`src/rtl/hcs_pkg.sv`:
```
// Shared types, constants and mod 26 helpers for the streaming 2x2 Hill cipher.
// No dependencies. Used by hcs_ctrl, hcs_datapath and hill_cipher_2x2_stream.
package hcs_pkg;

	localparam int unsigned LETTER_W   = 5;
	localparam int unsigned CFG_IDX_W  = 3;
	localparam int unsigned PIPE_DEPTH = 6;
	localparam int unsigned CNT_W      = 3;

	localparam logic [LETTER_W-1:0] ALPHA      = 5'd26 - 5'd0;
	localparam logic [LETTER_W-1:0] PAD_LETTER = 5'd23;

	localparam logic [CFG_IDX_W-1:0] CFG_KEY_00  = 3'd0;
	localparam logic [CFG_IDX_W-1:0] CFG_KEY_01  = 3'd1;
	localparam logic [CFG_IDX_W-1:0] CFG_KEY_10  = 3'd2;
	localparam logic [CFG_IDX_W-1:0] CFG_KEY_11  = 3'd3;
	localparam logic [CFG_IDX_W-1:0] CFG_DECRYPT = 3'd4;

	typedef struct packed {
		logic [LETTER_W-1:0] letter_in;
		logic                message_end;
	} in_t;

	typedef struct packed {
		logic [LETTER_W-1:0] letter_out;
		logic                run_last;
		logic                key_error;
	} out_t;

	typedef struct packed {
		logic capture;
		logic pad;
		logic hold;
		logic out_sel;
	} ctrl_cmd_t;

	typedef struct packed {
		logic decrypt_mode;
	} dp_status_t;

	// Brings a 5-bit value into 0..25.
	function automatic logic [LETTER_W-1:0] red26(input logic [LETTER_W-1:0] v);
		return (v >= 5'd26) ? v - 5'd26 : v;
	endfunction

	// Remainder mod 26 of an 11-bit value: the reciprocal estimate never
	// overshoots the quotient and is at most one short, so one correction fixes it.
	function automatic logic [LETTER_W-1:0] mod26(input logic [10:0] x);
		logic [19:0] prod;
		logic [6:0]  q;
		logic [10:0] r;
		prod = 20'(x) * 20'd315;
		q    = prod[19:13];
		r    = x - 11'(q) * 11'd26;
		if (r >= 11'd26) begin
			r = r - 11'd26;
		end
		return r[4:0];
	endfunction

	// Multiplicative inverse mod 26; zero where none exists.
	function automatic logic [LETTER_W-1:0] inv26(input logic [LETTER_W-1:0] d);
		logic [LETTER_W-1:0] r;
		case (d)
			5'd1:    r = 5'd1;
			5'd3:    r = 5'd9;
			5'd5:    r = 5'd21;
			5'd7:    r = 5'd15;
			5'd9:    r = 5'd3;
			5'd11:   r = 5'd19;
			5'd15:   r = 5'd7;
			5'd17:   r = 5'd23;
			5'd19:   r = 5'd11;
			5'd21:   r = 5'd5;
			5'd23:   r = 5'd17;
			5'd25:   r = 5'd25;
			default: r = 5'd0;
		endcase
		return r;
	endfunction

endpackage

```
`src/rtl/hill_cipher_2x2_stream.sv`:
```
// Top level of the streaming 2x2 Hill cipher over the letters a..z (0..25).
// Depends on hcs_pkg, hcs_ctrl and hcs_datapath.

// Letters arrive one beat at a time on the input channel. The first letter of
// each pair is held; the second completes the pair, which is multiplied as a
// row vector by the 2x2 key mod 26 and leaves as two output beats, the second
// marked by run_last. In decrypt mode the key is replaced by its inverse mod 26
// (inverse of the determinant times the adjugate); if the determinant has no
// inverse both beats still leave, with letter_out 0 and key_error set. A message
// ending on an odd letter is padded with x when encrypting, and the odd letter is
// dropped when decrypting. Letters and key entries of 26 to 31 are reduced mod 26.
// Timing: a letter that only opens a pair, or an odd letter that is dropped, is
// taken without leaving the idle state. A completed pair passes through the
// six-stage datapath (determinant products, determinant reduction, inverse
// lookup and adjugate products, reduction, vector products, final reduction)
// and then leaves as the two output beats; no new letter is taken
// until the second output beat has gone. Configuration writes take effect at
// once and are meant to be made while the block is idle.
module hill_cipher_2x2_stream (
	input  logic                              clk,
	input  logic                              arst_n,
	input  logic                              in_valid,
	output logic                              in_ready,
	input  hcs_pkg::in_t                      in_data,
	output logic                              out_valid,
	input  logic                              out_ready,
	output hcs_pkg::out_t                     out_data,
	input  logic                              cfg_we,
	input  logic [hcs_pkg::CFG_IDX_W-1:0]     cfg_index,
	input  logic [hcs_pkg::LETTER_W-1:0]      cfg_data
);

	hcs_pkg::ctrl_cmd_t  cmd;
	hcs_pkg::dp_status_t status;

	// The controller decides pairing, padding and dropping, and sequences the beats.
	hcs_ctrl u_ctrl (
		.clk         (clk),
		.arst_n      (arst_n),
		.in_valid    (in_valid),
		.in_ready    (in_ready),
		.message_end (in_data.message_end),
		.out_valid   (out_valid),
		.out_ready   (out_ready),
		.status      (status),
		.cmd         (cmd)
	);

	// The datapath holds the key registers and does all the mod 26 arithmetic.
	hcs_datapath u_datapath (
		.clk       (clk),
		.arst_n    (arst_n),
		.cfg_we    (cfg_we),
		.cfg_index (cfg_index),
		.cfg_data  (cfg_data),
		.letter_in (in_data.letter_in),
		.cmd       (cmd),
		.status    (status),
		.out_data  (out_data)
	);

`ifndef SYNTHESIS
	// Only one pair is in flight: input is never offered while a result waits.
	a_exclusive: assert property (@(posedge clk) disable iff (!arst_n)
		!(out_valid && in_ready))
		else $error("input ready while a result beat is pending");

	// The first beat of a pair is always followed by its second.
	a_pair_order: assert property (@(posedge clk) disable iff (!arst_n)
		(out_valid && out_ready && !out_data.run_last) |=> (out_valid && out_data.run_last))
		else $error("first beat of a pair not followed by the second");

	// A singular key is only reported in decrypt mode and always gives letter 0.
	a_key_error: assert property (@(posedge clk) disable iff (!arst_n)
		(out_valid && out_data.key_error) |-> (status.decrypt_mode && out_data.letter_out == '0))
		else $error("key error outside decrypt mode or with a non-zero letter");

	// Results stay in range.
	a_range: assert property (@(posedge clk) disable iff (!arst_n)
		out_valid |-> (out_data.letter_out < 5'd26))
		else $error("output letter out of range");
`endif

endmodule

```
`src/rtl/hcs_ctrl.sv`:
```
// Controller for the streaming 2x2 Hill cipher: pairing, pipeline wait, output beats.
// Depends on hcs_pkg.
module hcs_ctrl (
	input  logic                   clk,
	input  logic                   arst_n,
	input  logic                   in_valid,
	output logic                   in_ready,
	input  logic                   message_end,
	output logic                   out_valid,
	input  logic                   out_ready,
	input  hcs_pkg::dp_status_t    status,
	output hcs_pkg::ctrl_cmd_t     cmd
);

	localparam logic [1:0] ST_IDLE = 2'd0;
	localparam logic [1:0] ST_BUSY = 2'd1;
	localparam logic [1:0] ST_OUT0 = 2'd2;
	localparam logic [1:0] ST_OUT1 = 2'd3;

	logic [1:0]                  state_q;
	logic [hcs_pkg::CNT_W-1:0]   cnt_q;
	logic                        half_q;
	logic                        in_fire;
	logic                        start_pair;

	assign in_ready  = (state_q == ST_IDLE);
	assign in_fire   = in_valid && in_ready;
	assign out_valid = (state_q == ST_OUT0) || (state_q == ST_OUT1);

	// A pair starts when it completes, or on an odd final letter in encrypt mode.
	assign start_pair = in_fire && (half_q || (message_end && !status.decrypt_mode));

	always_comb begin
		cmd.capture = start_pair;
		cmd.pad     = !half_q;
		cmd.hold    = in_fire && !half_q && !message_end;
		cmd.out_sel = (state_q == ST_OUT1);
	end

	always_ff @(posedge clk or negedge arst_n) begin
		if (!arst_n) begin
			state_q <= ST_IDLE;
			cnt_q   <= '0;
			half_q  <= 1'b0;
		end else begin
			unique case (state_q)
				ST_IDLE: begin
					if (in_fire) begin
						half_q <= !half_q && !message_end;
					end
					if (start_pair) begin
						state_q <= ST_BUSY;
						cnt_q   <= '0;
					end
				end
				ST_BUSY: begin
					cnt_q <= cnt_q + 1'b1;
					if (cnt_q == hcs_pkg::CNT_W'(hcs_pkg::PIPE_DEPTH - 1)) begin
						state_q <= ST_OUT0;
					end
				end
				ST_OUT0: begin
					if (out_ready) begin
						state_q <= ST_OUT1;
					end
				end
				ST_OUT1: begin
					if (out_ready) begin
						state_q <= ST_IDLE;
					end
				end
				default: begin
					state_q <= ST_IDLE;
				end
			endcase
		end
	end

endmodule

```
`src/rtl/hcs_datapath.sv`:
```
// Datapath for the streaming 2x2 Hill cipher: key registers, held letter,
// six-stage working-key and vector-product pipeline. Depends on hcs_pkg.
module hcs_datapath (
	input  logic                               clk,
	input  logic                               arst_n,
	input  logic                               cfg_we,
	input  logic [hcs_pkg::CFG_IDX_W-1:0]      cfg_index,
	input  logic [hcs_pkg::LETTER_W-1:0]       cfg_data,
	input  logic [hcs_pkg::LETTER_W-1:0]       letter_in,
	input  hcs_pkg::ctrl_cmd_t                 cmd,
	output hcs_pkg::dp_status_t                status,
	output hcs_pkg::out_t                      out_data
);

	localparam int unsigned LW = hcs_pkg::LETTER_W;

	logic [LW-1:0] key00_q, key01_q, key10_q, key11_q;
	logic          decrypt_q;
	logic [LW-1:0] held_q;

	logic [LW-1:0] p0_q, p1_q, ka_q, kb_q, kc_q, kd_q;
	logic          mode_q;

	logic [9:0]    ad_s1, bc_s1;
	logic [LW-1:0] det_s2;
	logic [9:0]    m00_s3, m01_s3, m10_s3, m11_s3;
	logic          ok_s3;
	logic [LW-1:0] w00_s4, w01_s4, w10_s4, w11_s4;
	logic          ok_s4;
	logic [9:0]    t0a_s5, t0b_s5, t1a_s5, t1b_s5;
	logic          ok_s5;
	logic [LW-1:0] r0_s6, r1_s6;
	logic          ok_s6;

	logic [LW-1:0] inv_det, neg_b, neg_c;

	assign status.decrypt_mode = decrypt_q;

	always_ff @(posedge clk or negedge arst_n) begin
		if (!arst_n) begin
			key00_q   <= 5'd1;
			key01_q   <= 5'd0;
			key10_q   <= 5'd0;
			key11_q   <= 5'd1;
			decrypt_q <= 1'b0;
			held_q    <= '0;
		end else begin
			if (cfg_we) begin
				unique case (cfg_index)
					hcs_pkg::CFG_KEY_00:  key00_q   <= cfg_data;
					hcs_pkg::CFG_KEY_01:  key01_q   <= cfg_data;
					hcs_pkg::CFG_KEY_10:  key10_q   <= cfg_data;
					hcs_pkg::CFG_KEY_11:  key11_q   <= cfg_data;
					hcs_pkg::CFG_DECRYPT: decrypt_q <= cfg_data[0];
					default: ;
				endcase
			end
			if (cmd.hold) begin
				held_q <= letter_in;
			end
		end
	end

	// Operand capture for a pair; the key in force at that point is used.
	always_ff @(posedge clk) begin
		if (cmd.capture) begin
			p0_q   <= hcs_pkg::red26(cmd.pad ? letter_in : held_q);
			p1_q   <= cmd.pad ? hcs_pkg::PAD_LETTER : hcs_pkg::red26(letter_in);
			ka_q   <= hcs_pkg::red26(key00_q);
			kb_q   <= hcs_pkg::red26(key01_q);
			kc_q   <= hcs_pkg::red26(key10_q);
			kd_q   <= hcs_pkg::red26(key11_q);
			mode_q <= decrypt_q;
		end
	end

	assign inv_det = hcs_pkg::inv26(det_s2);
	assign neg_b   = (kb_q == '0) ? '0 : hcs_pkg::ALPHA - kb_q;
	assign neg_c   = (kc_q == '0) ? '0 : hcs_pkg::ALPHA - kc_q;

	always_ff @(posedge clk) begin
		ad_s1  <= 10'(ka_q) * 10'(kd_q);
		bc_s1  <= 10'(kb_q) * 10'(kc_q);

		det_s2 <= hcs_pkg::mod26(11'(ad_s1) + 11'd676 - 11'(bc_s1));

		m00_s3 <= 10'(inv_det) * 10'(kd_q);
		m01_s3 <= 10'(inv_det) * 10'(neg_b);
		m10_s3 <= 10'(inv_det) * 10'(neg_c);
		m11_s3 <= 10'(inv_det) * 10'(ka_q);
		ok_s3  <= !mode_q || (inv_det != '0);

		w00_s4 <= mode_q ? hcs_pkg::mod26(11'(m00_s3)) : ka_q;
		w01_s4 <= mode_q ? hcs_pkg::mod26(11'(m01_s3)) : kb_q;
		w10_s4 <= mode_q ? hcs_pkg::mod26(11'(m10_s3)) : kc_q;
		w11_s4 <= mode_q ? hcs_pkg::mod26(11'(m11_s3)) : kd_q;
		ok_s4  <= ok_s3;

		t0a_s5 <= 10'(p0_q) * 10'(w00_s4);
		t0b_s5 <= 10'(p1_q) * 10'(w10_s4);
		t1a_s5 <= 10'(p0_q) * 10'(w01_s4);
		t1b_s5 <= 10'(p1_q) * 10'(w11_s4);
		ok_s5  <= ok_s4;

		r0_s6  <= hcs_pkg::mod26(11'(t0a_s5) + 11'(t0b_s5));
		r1_s6  <= hcs_pkg::mod26(11'(t1a_s5) + 11'(t1b_s5));
		ok_s6  <= ok_s5;
	end

	always_comb begin
		out_data.letter_out = ok_s6 ? (cmd.out_sel ? r1_s6 : r0_s6) : '0;
		out_data.run_last   = cmd.out_sel;
		out_data.key_error  = !ok_s6;
	end

endmodule
```
`config.mk`:
```
export PLATFORM = sky130hd
export DESIGN_NAME = hill_cipher_2x2_stream
export DESIGN_NICKNAME = d
export VERILOG_FILES = /design/src/rtl/hcs_pkg.sv /design/src/rtl/hill_cipher_2x2_stream.sv /design/src/rtl/hcs_ctrl.sv /design/src/rtl/hcs_datapath.sv
export SDC_FILE = /design/constraint.sdc
export NUM_CORES = 1
export LEC_CHECK = 0
export ABC_AREA = 1
export BUFFER_PORTS_ARGS = -buffer_cell sky130_fd_sc_hd__buf_2
export CAP_MARGIN = 40
export CORE_UTILIZATION = 67
export CTS_CLUSTER_SIZE = 28
export DETAILED_ROUTE_END_ITERATION = 6
export PLACE_DENSITY = 0.84
export SLEW_MARGIN = 20
export SYNTH_ARGS = -nofsm -noshare
export SYNTH_HDL_FRONTEND = slang
export SYNTH_SLANG_ARGS = --single-unit
```
`constraint.sdc`:
```
create_clock -name clk -period 10.8 [get_ports clk]
set_input_delay 1.62 -clock clk [delete_from_list [all_inputs] [get_ports clk]]
set_output_delay 1.62 -clock clk [all_outputs]
set_load 0.05 [all_outputs]
```
Word level (Yosys, flattened, before mapping)
Memories as Yosys holds them, arrays and structs flattened. A register that Yosys moved wholly into a read port is not among the register bits.
Index checks and enable logic that the tools add are counted.
{"block": "totals", "inputBits": 19, "word_cells": 170, "rom_bits": 160, "memories": 1, "output_inout_bits": 9, "ff_bits": 197}
{"block": "classes", "addsub": 27, "n_mul": 24, "mux": 29, "n_eq_ne": 12, "n_lt_le_gt_ge": 13, "reduce_logical": 28}
{"name": "(no name shown)", "words": 32, "word_bits": 5, "read_ports": 1, "rd_ports_with_merged_regs": 1, "wr": 0, "line_no": "hcs_pkg.sv:64", "text": "case (d)"}
{"op": "two-way mux 5 bit", "count": 22}
{"op": "multiplier 5 x 5 -> 10 bit", "count": 10}
{"op": "greater-or-equal comparator 11 x 5 -> 1 bit, second input constant", "count": 7}
{"op": "multiplier 10 x 9 -> 19 bit, second input constant", "count": 4}
{"op": "subtractor 5 bit, second input constant", "count": 13}
{"op": "multiplier 11 x 9 -> 20 bit, second input constant", "count": 3}
{"op": "subtractor 10 x 11 -> 11 bit", "count": 4}
{"op": "multiplier 6 x 4 -> 10 bit, second input constant", "count": 4}
{"op": "subtractor 11 bit", "count": 3}
{"op": "greater-or-equal comparator 5 bit, second input constant", "count": 6}
{"op": "multiplier 7 x 4 -> 10 bit, second input constant", "count": 3}
{"op": "adder 10 x 10 -> 11 bit", "count": 2}
{"op": "AND reduction 2 bit", "count": 7}
{"op": "adder 10 x 10 -> 11 bit, second input constant", "count": 1}
{"op": "subtractor 11 x 10 -> 11 bit", "count": 1}
{"op": "zero test 5 bit", "count": 2}
{"op": "subtractor 5 bit, first input constant", "count": 2}
{"op": "two-way mux 2 bit", "count": 4}
{"op": "one-hot mux 2 bit (4 select lines)", "count": 1}
{"op": "== test 3 x 2 -> 1 bit, second input constant", "count": 2}
{"op": "== test 3 bit, second input constant", "count": 2}
{"op": "logical AND 1 bit", "count": 6}
{"op": "!= test 2 bit, second input constant", "count": 3}
{"op": "one-hot mux 3 bit (2 select lines)", "count": 1}
{"op": "other kinds (13)", "count": 20}

Longest topological paths before layout
{"block": "logic_depth", "depth_word": 7, "depth_mapped": 56, "depth_no_buf": 56}

By module
From an unflattened synthesis, not the netlist that was laid out.
{"block": "hier_totals", "cells_unflattened": 3979, "area_unflattened_um2": 32573.7}
{"mod": "hcs_datapath", "area_per_inst_um2": 32129.6, "seq_area_each_um2": 4366.7, "cells_per_inst": 3922, "n_inst": 1}
{"mod": "hcs_ctrl", "area_per_inst_um2": 444.2, "seq_area_each_um2": 150.1, "cells_per_inst": 57, "n_inst": 1}

Worst setup path before layout
No wires, ideal clock.
{"block": "synth_timing", "path_type": "register -> register", "start": "reg u_datapath.bc_s1[1]", "end": "reg, netlist name u_datapath.inv_det[4]", "synth_period_minus_slack_ns": 8.487, "path_buffers": 0, "arrival_ns": 8.374, "stages_incl_launch_ff": 43, "setup_slack_ns": 2.313, "t_required_ns": 10.687, "setup_ns": 0.113, "cell_sequence": "dfxtp_1 inv_1 ha_1 ha_1 fa_1 nand3_1 nand2_1 xor2_1 inv_1 fa_1 inv_1 fa_1 fa_1 inv_1 fa_1 inv_1 ha_1 nand2_1 [7 not listed] ha_1 fa_1 ha_1 a21o_1 a31oi_1 xor2_1 ha_1 or2_2 nand3_1 nand2_2 nor2_8 nand3_1 nand2_2 inv_2 nand2_1 nor2_1 nor2_1 nand2_1"}
{"block": "synth_between", "elab_chain_len": 6, "elab_cells_between_ends": 7, "cone_classes": "add/sub: 3; mul: 2; order compare: 1; mux: 1"}
{"element": "start, declared", "line_no": "hcs_datapath.sv:24", "text": "logic [9:0] ad_s1, bc_s1;"}
{"element": "start signal, assigned", "line_no": "hcs_datapath.sv:83", "text": "bc_s1 <= 10'(kb_q) * 10'(kc_q);"}
{"element": "subtractor 11 x 10 -> 11 bit *", "line_no": "hcs_datapath.sv:85", "text": "det_s2 <= hcs_pkg::mod26(11'(ad_s1) + 11'd676 - 11'(bc_s1));"}
{"element": "multiplier 11 x 9 -> 20 bit", "line_no": "hcs_pkg.sv:52", "text": "prod = 20'(x) * 20'd315;"}
{"element": "multiplier 7 x 4 -> 10 bit", "line_no": "hcs_pkg.sv:54", "text": "r = x - 11'(q) * 11'd26;"}
{"element": "subtractor 11 bit *", "line_no": "hcs_pkg.sv:54"}
{"element": "greater-or-equal comparator 11 x 5 -> 1 bit or subtractor 5 bit (tied branches)", "line_no": "hcs_pkg.sv:55, hcs_pkg.sv:56"}
{"element": "two-way mux 5 bit *", "line_no": "hcs_pkg.sv:55", "text": "if (r >= 11'd26) begin"}
Every way passes the cells marked *; elsewhere a longest branch is shown, timed or not.
A chain may end at the register's enable or synchronous reset.

Worst setup path after layout
{"block": "layout_timing", "start": "reg u_datapath.t1b_s5[2]", "end": "reg u_datapath.r1_s6[4]"}
{"block": "layout_between", "elab_chain_len": 6, "elab_cells_between_ends": 7, "cone_classes": "add/sub: 3; mul: 2; order compare: 1; mux: 1"}
{"element": "start, declared", "line_no": "hcs_datapath.sv:30", "text": "logic [9:0] t0a_s5, t0b_s5, t1a_s5, t1b_s5;"}
{"element": "start signal, assigned", "line_no": "hcs_datapath.sv:102", "text": "t1b_s5 <= 10'(p1_q) * 10'(w11_s4);"}
{"element": "adder 10 x 10 -> 11 bit *", "line_no": "hcs_datapath.sv:106", "text": "r1_s6 <= hcs_pkg::mod26(11'(t1a_s5) + 11'(t1b_s5));"}
{"element": "multiplier 11 x 9 -> 20 bit", "line_no": "hcs_pkg.sv:52"}
{"element": "multiplier 7 x 4 -> 10 bit", "line_no": "hcs_pkg.sv:54"}
{"element": "subtractor 11 bit *", "line_no": "hcs_pkg.sv:54"}
{"element": "greater-or-equal comparator 11 x 5 -> 1 bit or subtractor 5 bit (tied branches)", "line_no": "hcs_pkg.sv:55, hcs_pkg.sv:56"}
{"element": "two-way mux 5 bit *", "line_no": "hcs_pkg.sv:55"}
{"element": "end signal, assigned", "line_no": "hcs_datapath.sv:106"}
{"element": "end, declared", "line_no": "hcs_datapath.sv:32", "text": "logic [LW-1:0] r0_s6, r1_s6;"}
Marks and branches as above.

==> results_dict.tcl <==
set metrics [dict create \
    maxSlewHeadroom_pct 42.9 \
    grt_pass1_wl_mm 110 \
    cpMaxStageDelayCell "fa_1" \
    gr-usage-met2_pct 49.6 \
    cp_slowest_stage_delay_ps 550 \
    yosys.area_share.simple_pct 12.1 \
    synth_edf_count 31 \
    status "finished clean" \
    max_freq_mhz 108 \
    die_w_um 223 \
    grt_pass1_vias 25382 \
    area_growth_pct 4.75 \
    critical_path_class "flip-flop to flip-flop" \
    ys_seq_elements 202 \
    portBuffers 27 \
    synth_top_family_by_area "adder cells" \
    vias_per_cell 5.35 \
    crit_arrival_ps 9640 \
    grt-ovfl-total 0 \
    drt_iter0_drc 1290 \
    gp_congestion 0.887 \
    cts_root_buffer "clkbuf_16" \
    min_from "u_datapath.ok_s3$_DFF_P_" \
    synth.net_count 5052 \
    clockBufferDepth 3 \
    ctsResizeCount 0 \
    synth.distinct_cells 51 \
    layout.nets 5066 \
    setup_viol 0 \
    ant_nets 0 \
    die_h_um 223 \
    top_usage_layer "met2" \
    hold_buffers 0 \
    rr_startpoint "u_datapath.t1b_s5[2]$_DFF_P_" \
    num_vias 24748 \
    final_layout_size_suffix_gt1_share_pct 2.74 \
    use_met3_pct 2.33 \
    first_pass_iters 6 \
    post_synth_fa_ha_maj_area_fraction_pct 48.0 \
    drc 0 \
    end_kind "flip-flop" \
    antennaDiodeCount 0 \
    routed_wl_mm 63.5 \
    min_path_type "flip-flop to flip-flop" \
    synth_ff_type "dfxtp_1" \
    cts_max_level 1 \
    cts_buffers 22 \
    min_period_ps 9230 \
    grtUsageTotal_pct 26.4 \
    synthArstFlopShare_pct 15.8 \
    multi_input_area_um2 23900 \
    synth_warnings 0 \
    slew_viol_final 0 \
    grt_max_degree 33 \
    antenna_found_initial 0 \
    post_cts_buffers 0 \
    rows 80 \
    io_pins 28 \
    globalRouteMet1Util_pct 32.4 \
    synth_xor_area_share_pct 5.57 \
    muxShareOfSynthArea_pct 0.0307 \
    seq_area_um2 4520 \
    nFillCells 3578 \
    synth.cell_area_um2 32700 \
    synth_compound_area_share_pct 7.63 \
    crit_path_start_kind "flip-flop" \
    grt_setup_unrepaired "no" \
    required_ps 11210 \
    drv_cap 0 \
    synthCells 3979 \
    finClkSkew_ps 12.5 \
    die_area_um2 49600 \
    clkLatencyLatePin_ps 520 \
    synth-seq-area-share_pct 13.8 \
    cts_tree "built" \
    period_share_pct 85.5 \
    cts.sinks 202 \
    worst_slew_pin_slew_ps 856 \
    core_um2 47900 \
    syn_area_per_cell_um2 8.21 \
    initial_core_util_pct 68.1 \
    clk_pin_slew_ps 60 \
    avgRoutedWirePerCell_um 13.7 \
    fin_tns_setup_ps 0 \
    path_max_fanout 5 \
    hpwl_mm 52.7 \
    final_hold_viol_count 0 \
    crit_path_frequent_cell "nand2_1" \
    setup.worst_path.start "u_datapath.t1b_s5[2]$_DFF_P_" \
]
metal layers:
metal  vias up  routed length [µm]
met3       122                2410
met1     11725               27300
met2       528               32300
met4         0                1430
met5         -                   0
li1      12373                   -
flip-flops by register name, summed over array words and instances (netlist names), 10 cells and up:
name / cells
u_datapath.ad_s1: 10
u_datapath.bc_s1: 10
u_datapath.m00_s3: 10
u_datapath.m01_s3: 10
u_datapath.m10_s3: 10
u_datapath.m11_s3: 10
u_datapath.t0a_s5: 10
u_datapath.t0b_s5: 10
u_datapath.t1a_s5: 10
u_datapath.t1b_s5: 10
path summary, 6_finish.rpt:
check                                                    end  slack, ps  cells after the start
hold / removal                      u_datapath.ok_s4$_DFF_P_        330                      0
min in group asynchronous      u_ctrl.state_q[0]$_DFFE_PN0P_        910                      1
max in group asynchronous  u_datapath.key11_q[0]$_DFFE_PN1P_       9420                      2
setup reg to reg                 u_datapath.r1_s6[4]$_DFF_P_       1570                     47
hold reg to reg                     u_datapath.ok_s4$_DFF_P_        330                      0
setup / recovery                 u_datapath.r1_s6[4]$_DFF_P_       1570                     47
Yosys cell counts, types with 6 or more instances:
| master | number | area [µm²] |
|---|---|---|
| dfrtp_1 | 30 | 751 |
| edfxtp_1 | 31 | 931 |
| xnor2_1 | 47 | 412 |
| o21bai_1 | 15 | 113 |
| a31oi_1 | 20 | 125 |
| nand3_1 | 100 | 500 |
| nand2_2 | 8 | 50.1 |
| a21oi_1 | 200 | 1000 |
| a21o_1 | 24 | 180 |
| nor3_1 | 14 | 70.1 |
| dfxtp_1 | 139 | 2780 |
| o21ai_0 | 139 | 696 |
| fa_1 | 330 | 6610 |
| or2_2 | 15 | 93.8 |
| o31ai_1 | 6 | 45.0 |
| nand4_1 | 23 | 144 |
| nand2_1 | 612 | 2300 |
| nor2_1 | 160 | 601 |
| o2111ai_1 | 8 | 70.1 |
| xor2_1 | 158 | 1380 |
| inv_1 | 1071 | 4020 |
| ha_1 | 724 | 9060 |
| clkbuf_1 | 41 | 154 |
| o22ai_1 | 6 | 37.5 |
worst max-delay path, delay by kind of cell (launching register included):
family	cells	cell delay [ps]
adders and majority gates	10	3840
AOI/OAI and AO/OA	12	1760
and+or+nand+nor	15	1600
xor gates and xnor gates	4	1130
buffers and inverters	6	460
DFF	1	300
cell type report:
| type | count | area share [%] |
|---|---|---|
| Multi-Input combinational cell | 2661 | 70.0 |
| Sequential cell | 202 | 13.2 |
| Inverter | 1074 | 11.8 |
| Tap cell | 615 | 2.25 |
| Clock buffer | 33 | 1.91 |
| Timing Repair Buffer | 32 | 0.527 |
| Clock inverter | 7 | 0.304 |
placed cells by master, fill, tap and decap left out, types with 8 or more instances in the layout:
cell type,instances
inv_1,1071
ha_1,724
nand2_1,612
fa_1,330
a21oi_1,200
nor2_1,160
xor2_1,158
o21ai_0,139
dfxtp_1,139
nand3_1,100
xnor2_1,47
edfxtp_1,31
dfrtp_1,30
buf_2,29
a21o_1,24
clkbuf_16,24
nand4_1,23
a31oi_1,20
or2_2,15
o21bai_1,15
nor3_1,13
nand2_2,8
o2111ai_1,8
per-stage QoR:
step                      setup slack [ps]  area, µm²  hold WS (ps)  util (%)  instances
after global placement                1760      33400           310      69.7       4580
after CTS                             1530      34200           331      71.3       4620
after global routing                   766      34200           329      71.3       4624
after detailed placement              1570      33400           313      69.7       4580
after floorplan                       2310      32700           310         -       3979
final                                 1570      34200           325      71.3       4624
kinds of logic after synthesis:
family          after synthesis
simple gates                954
fa+ha+maj                  1054
flops                       202
xor+xnor                    206
mux                           1
compound gates              446
buf+inv                    1116
Power is not shown: default switching activity piles up to over one toggle a cycle in this logic, so the estimate is an artifact.
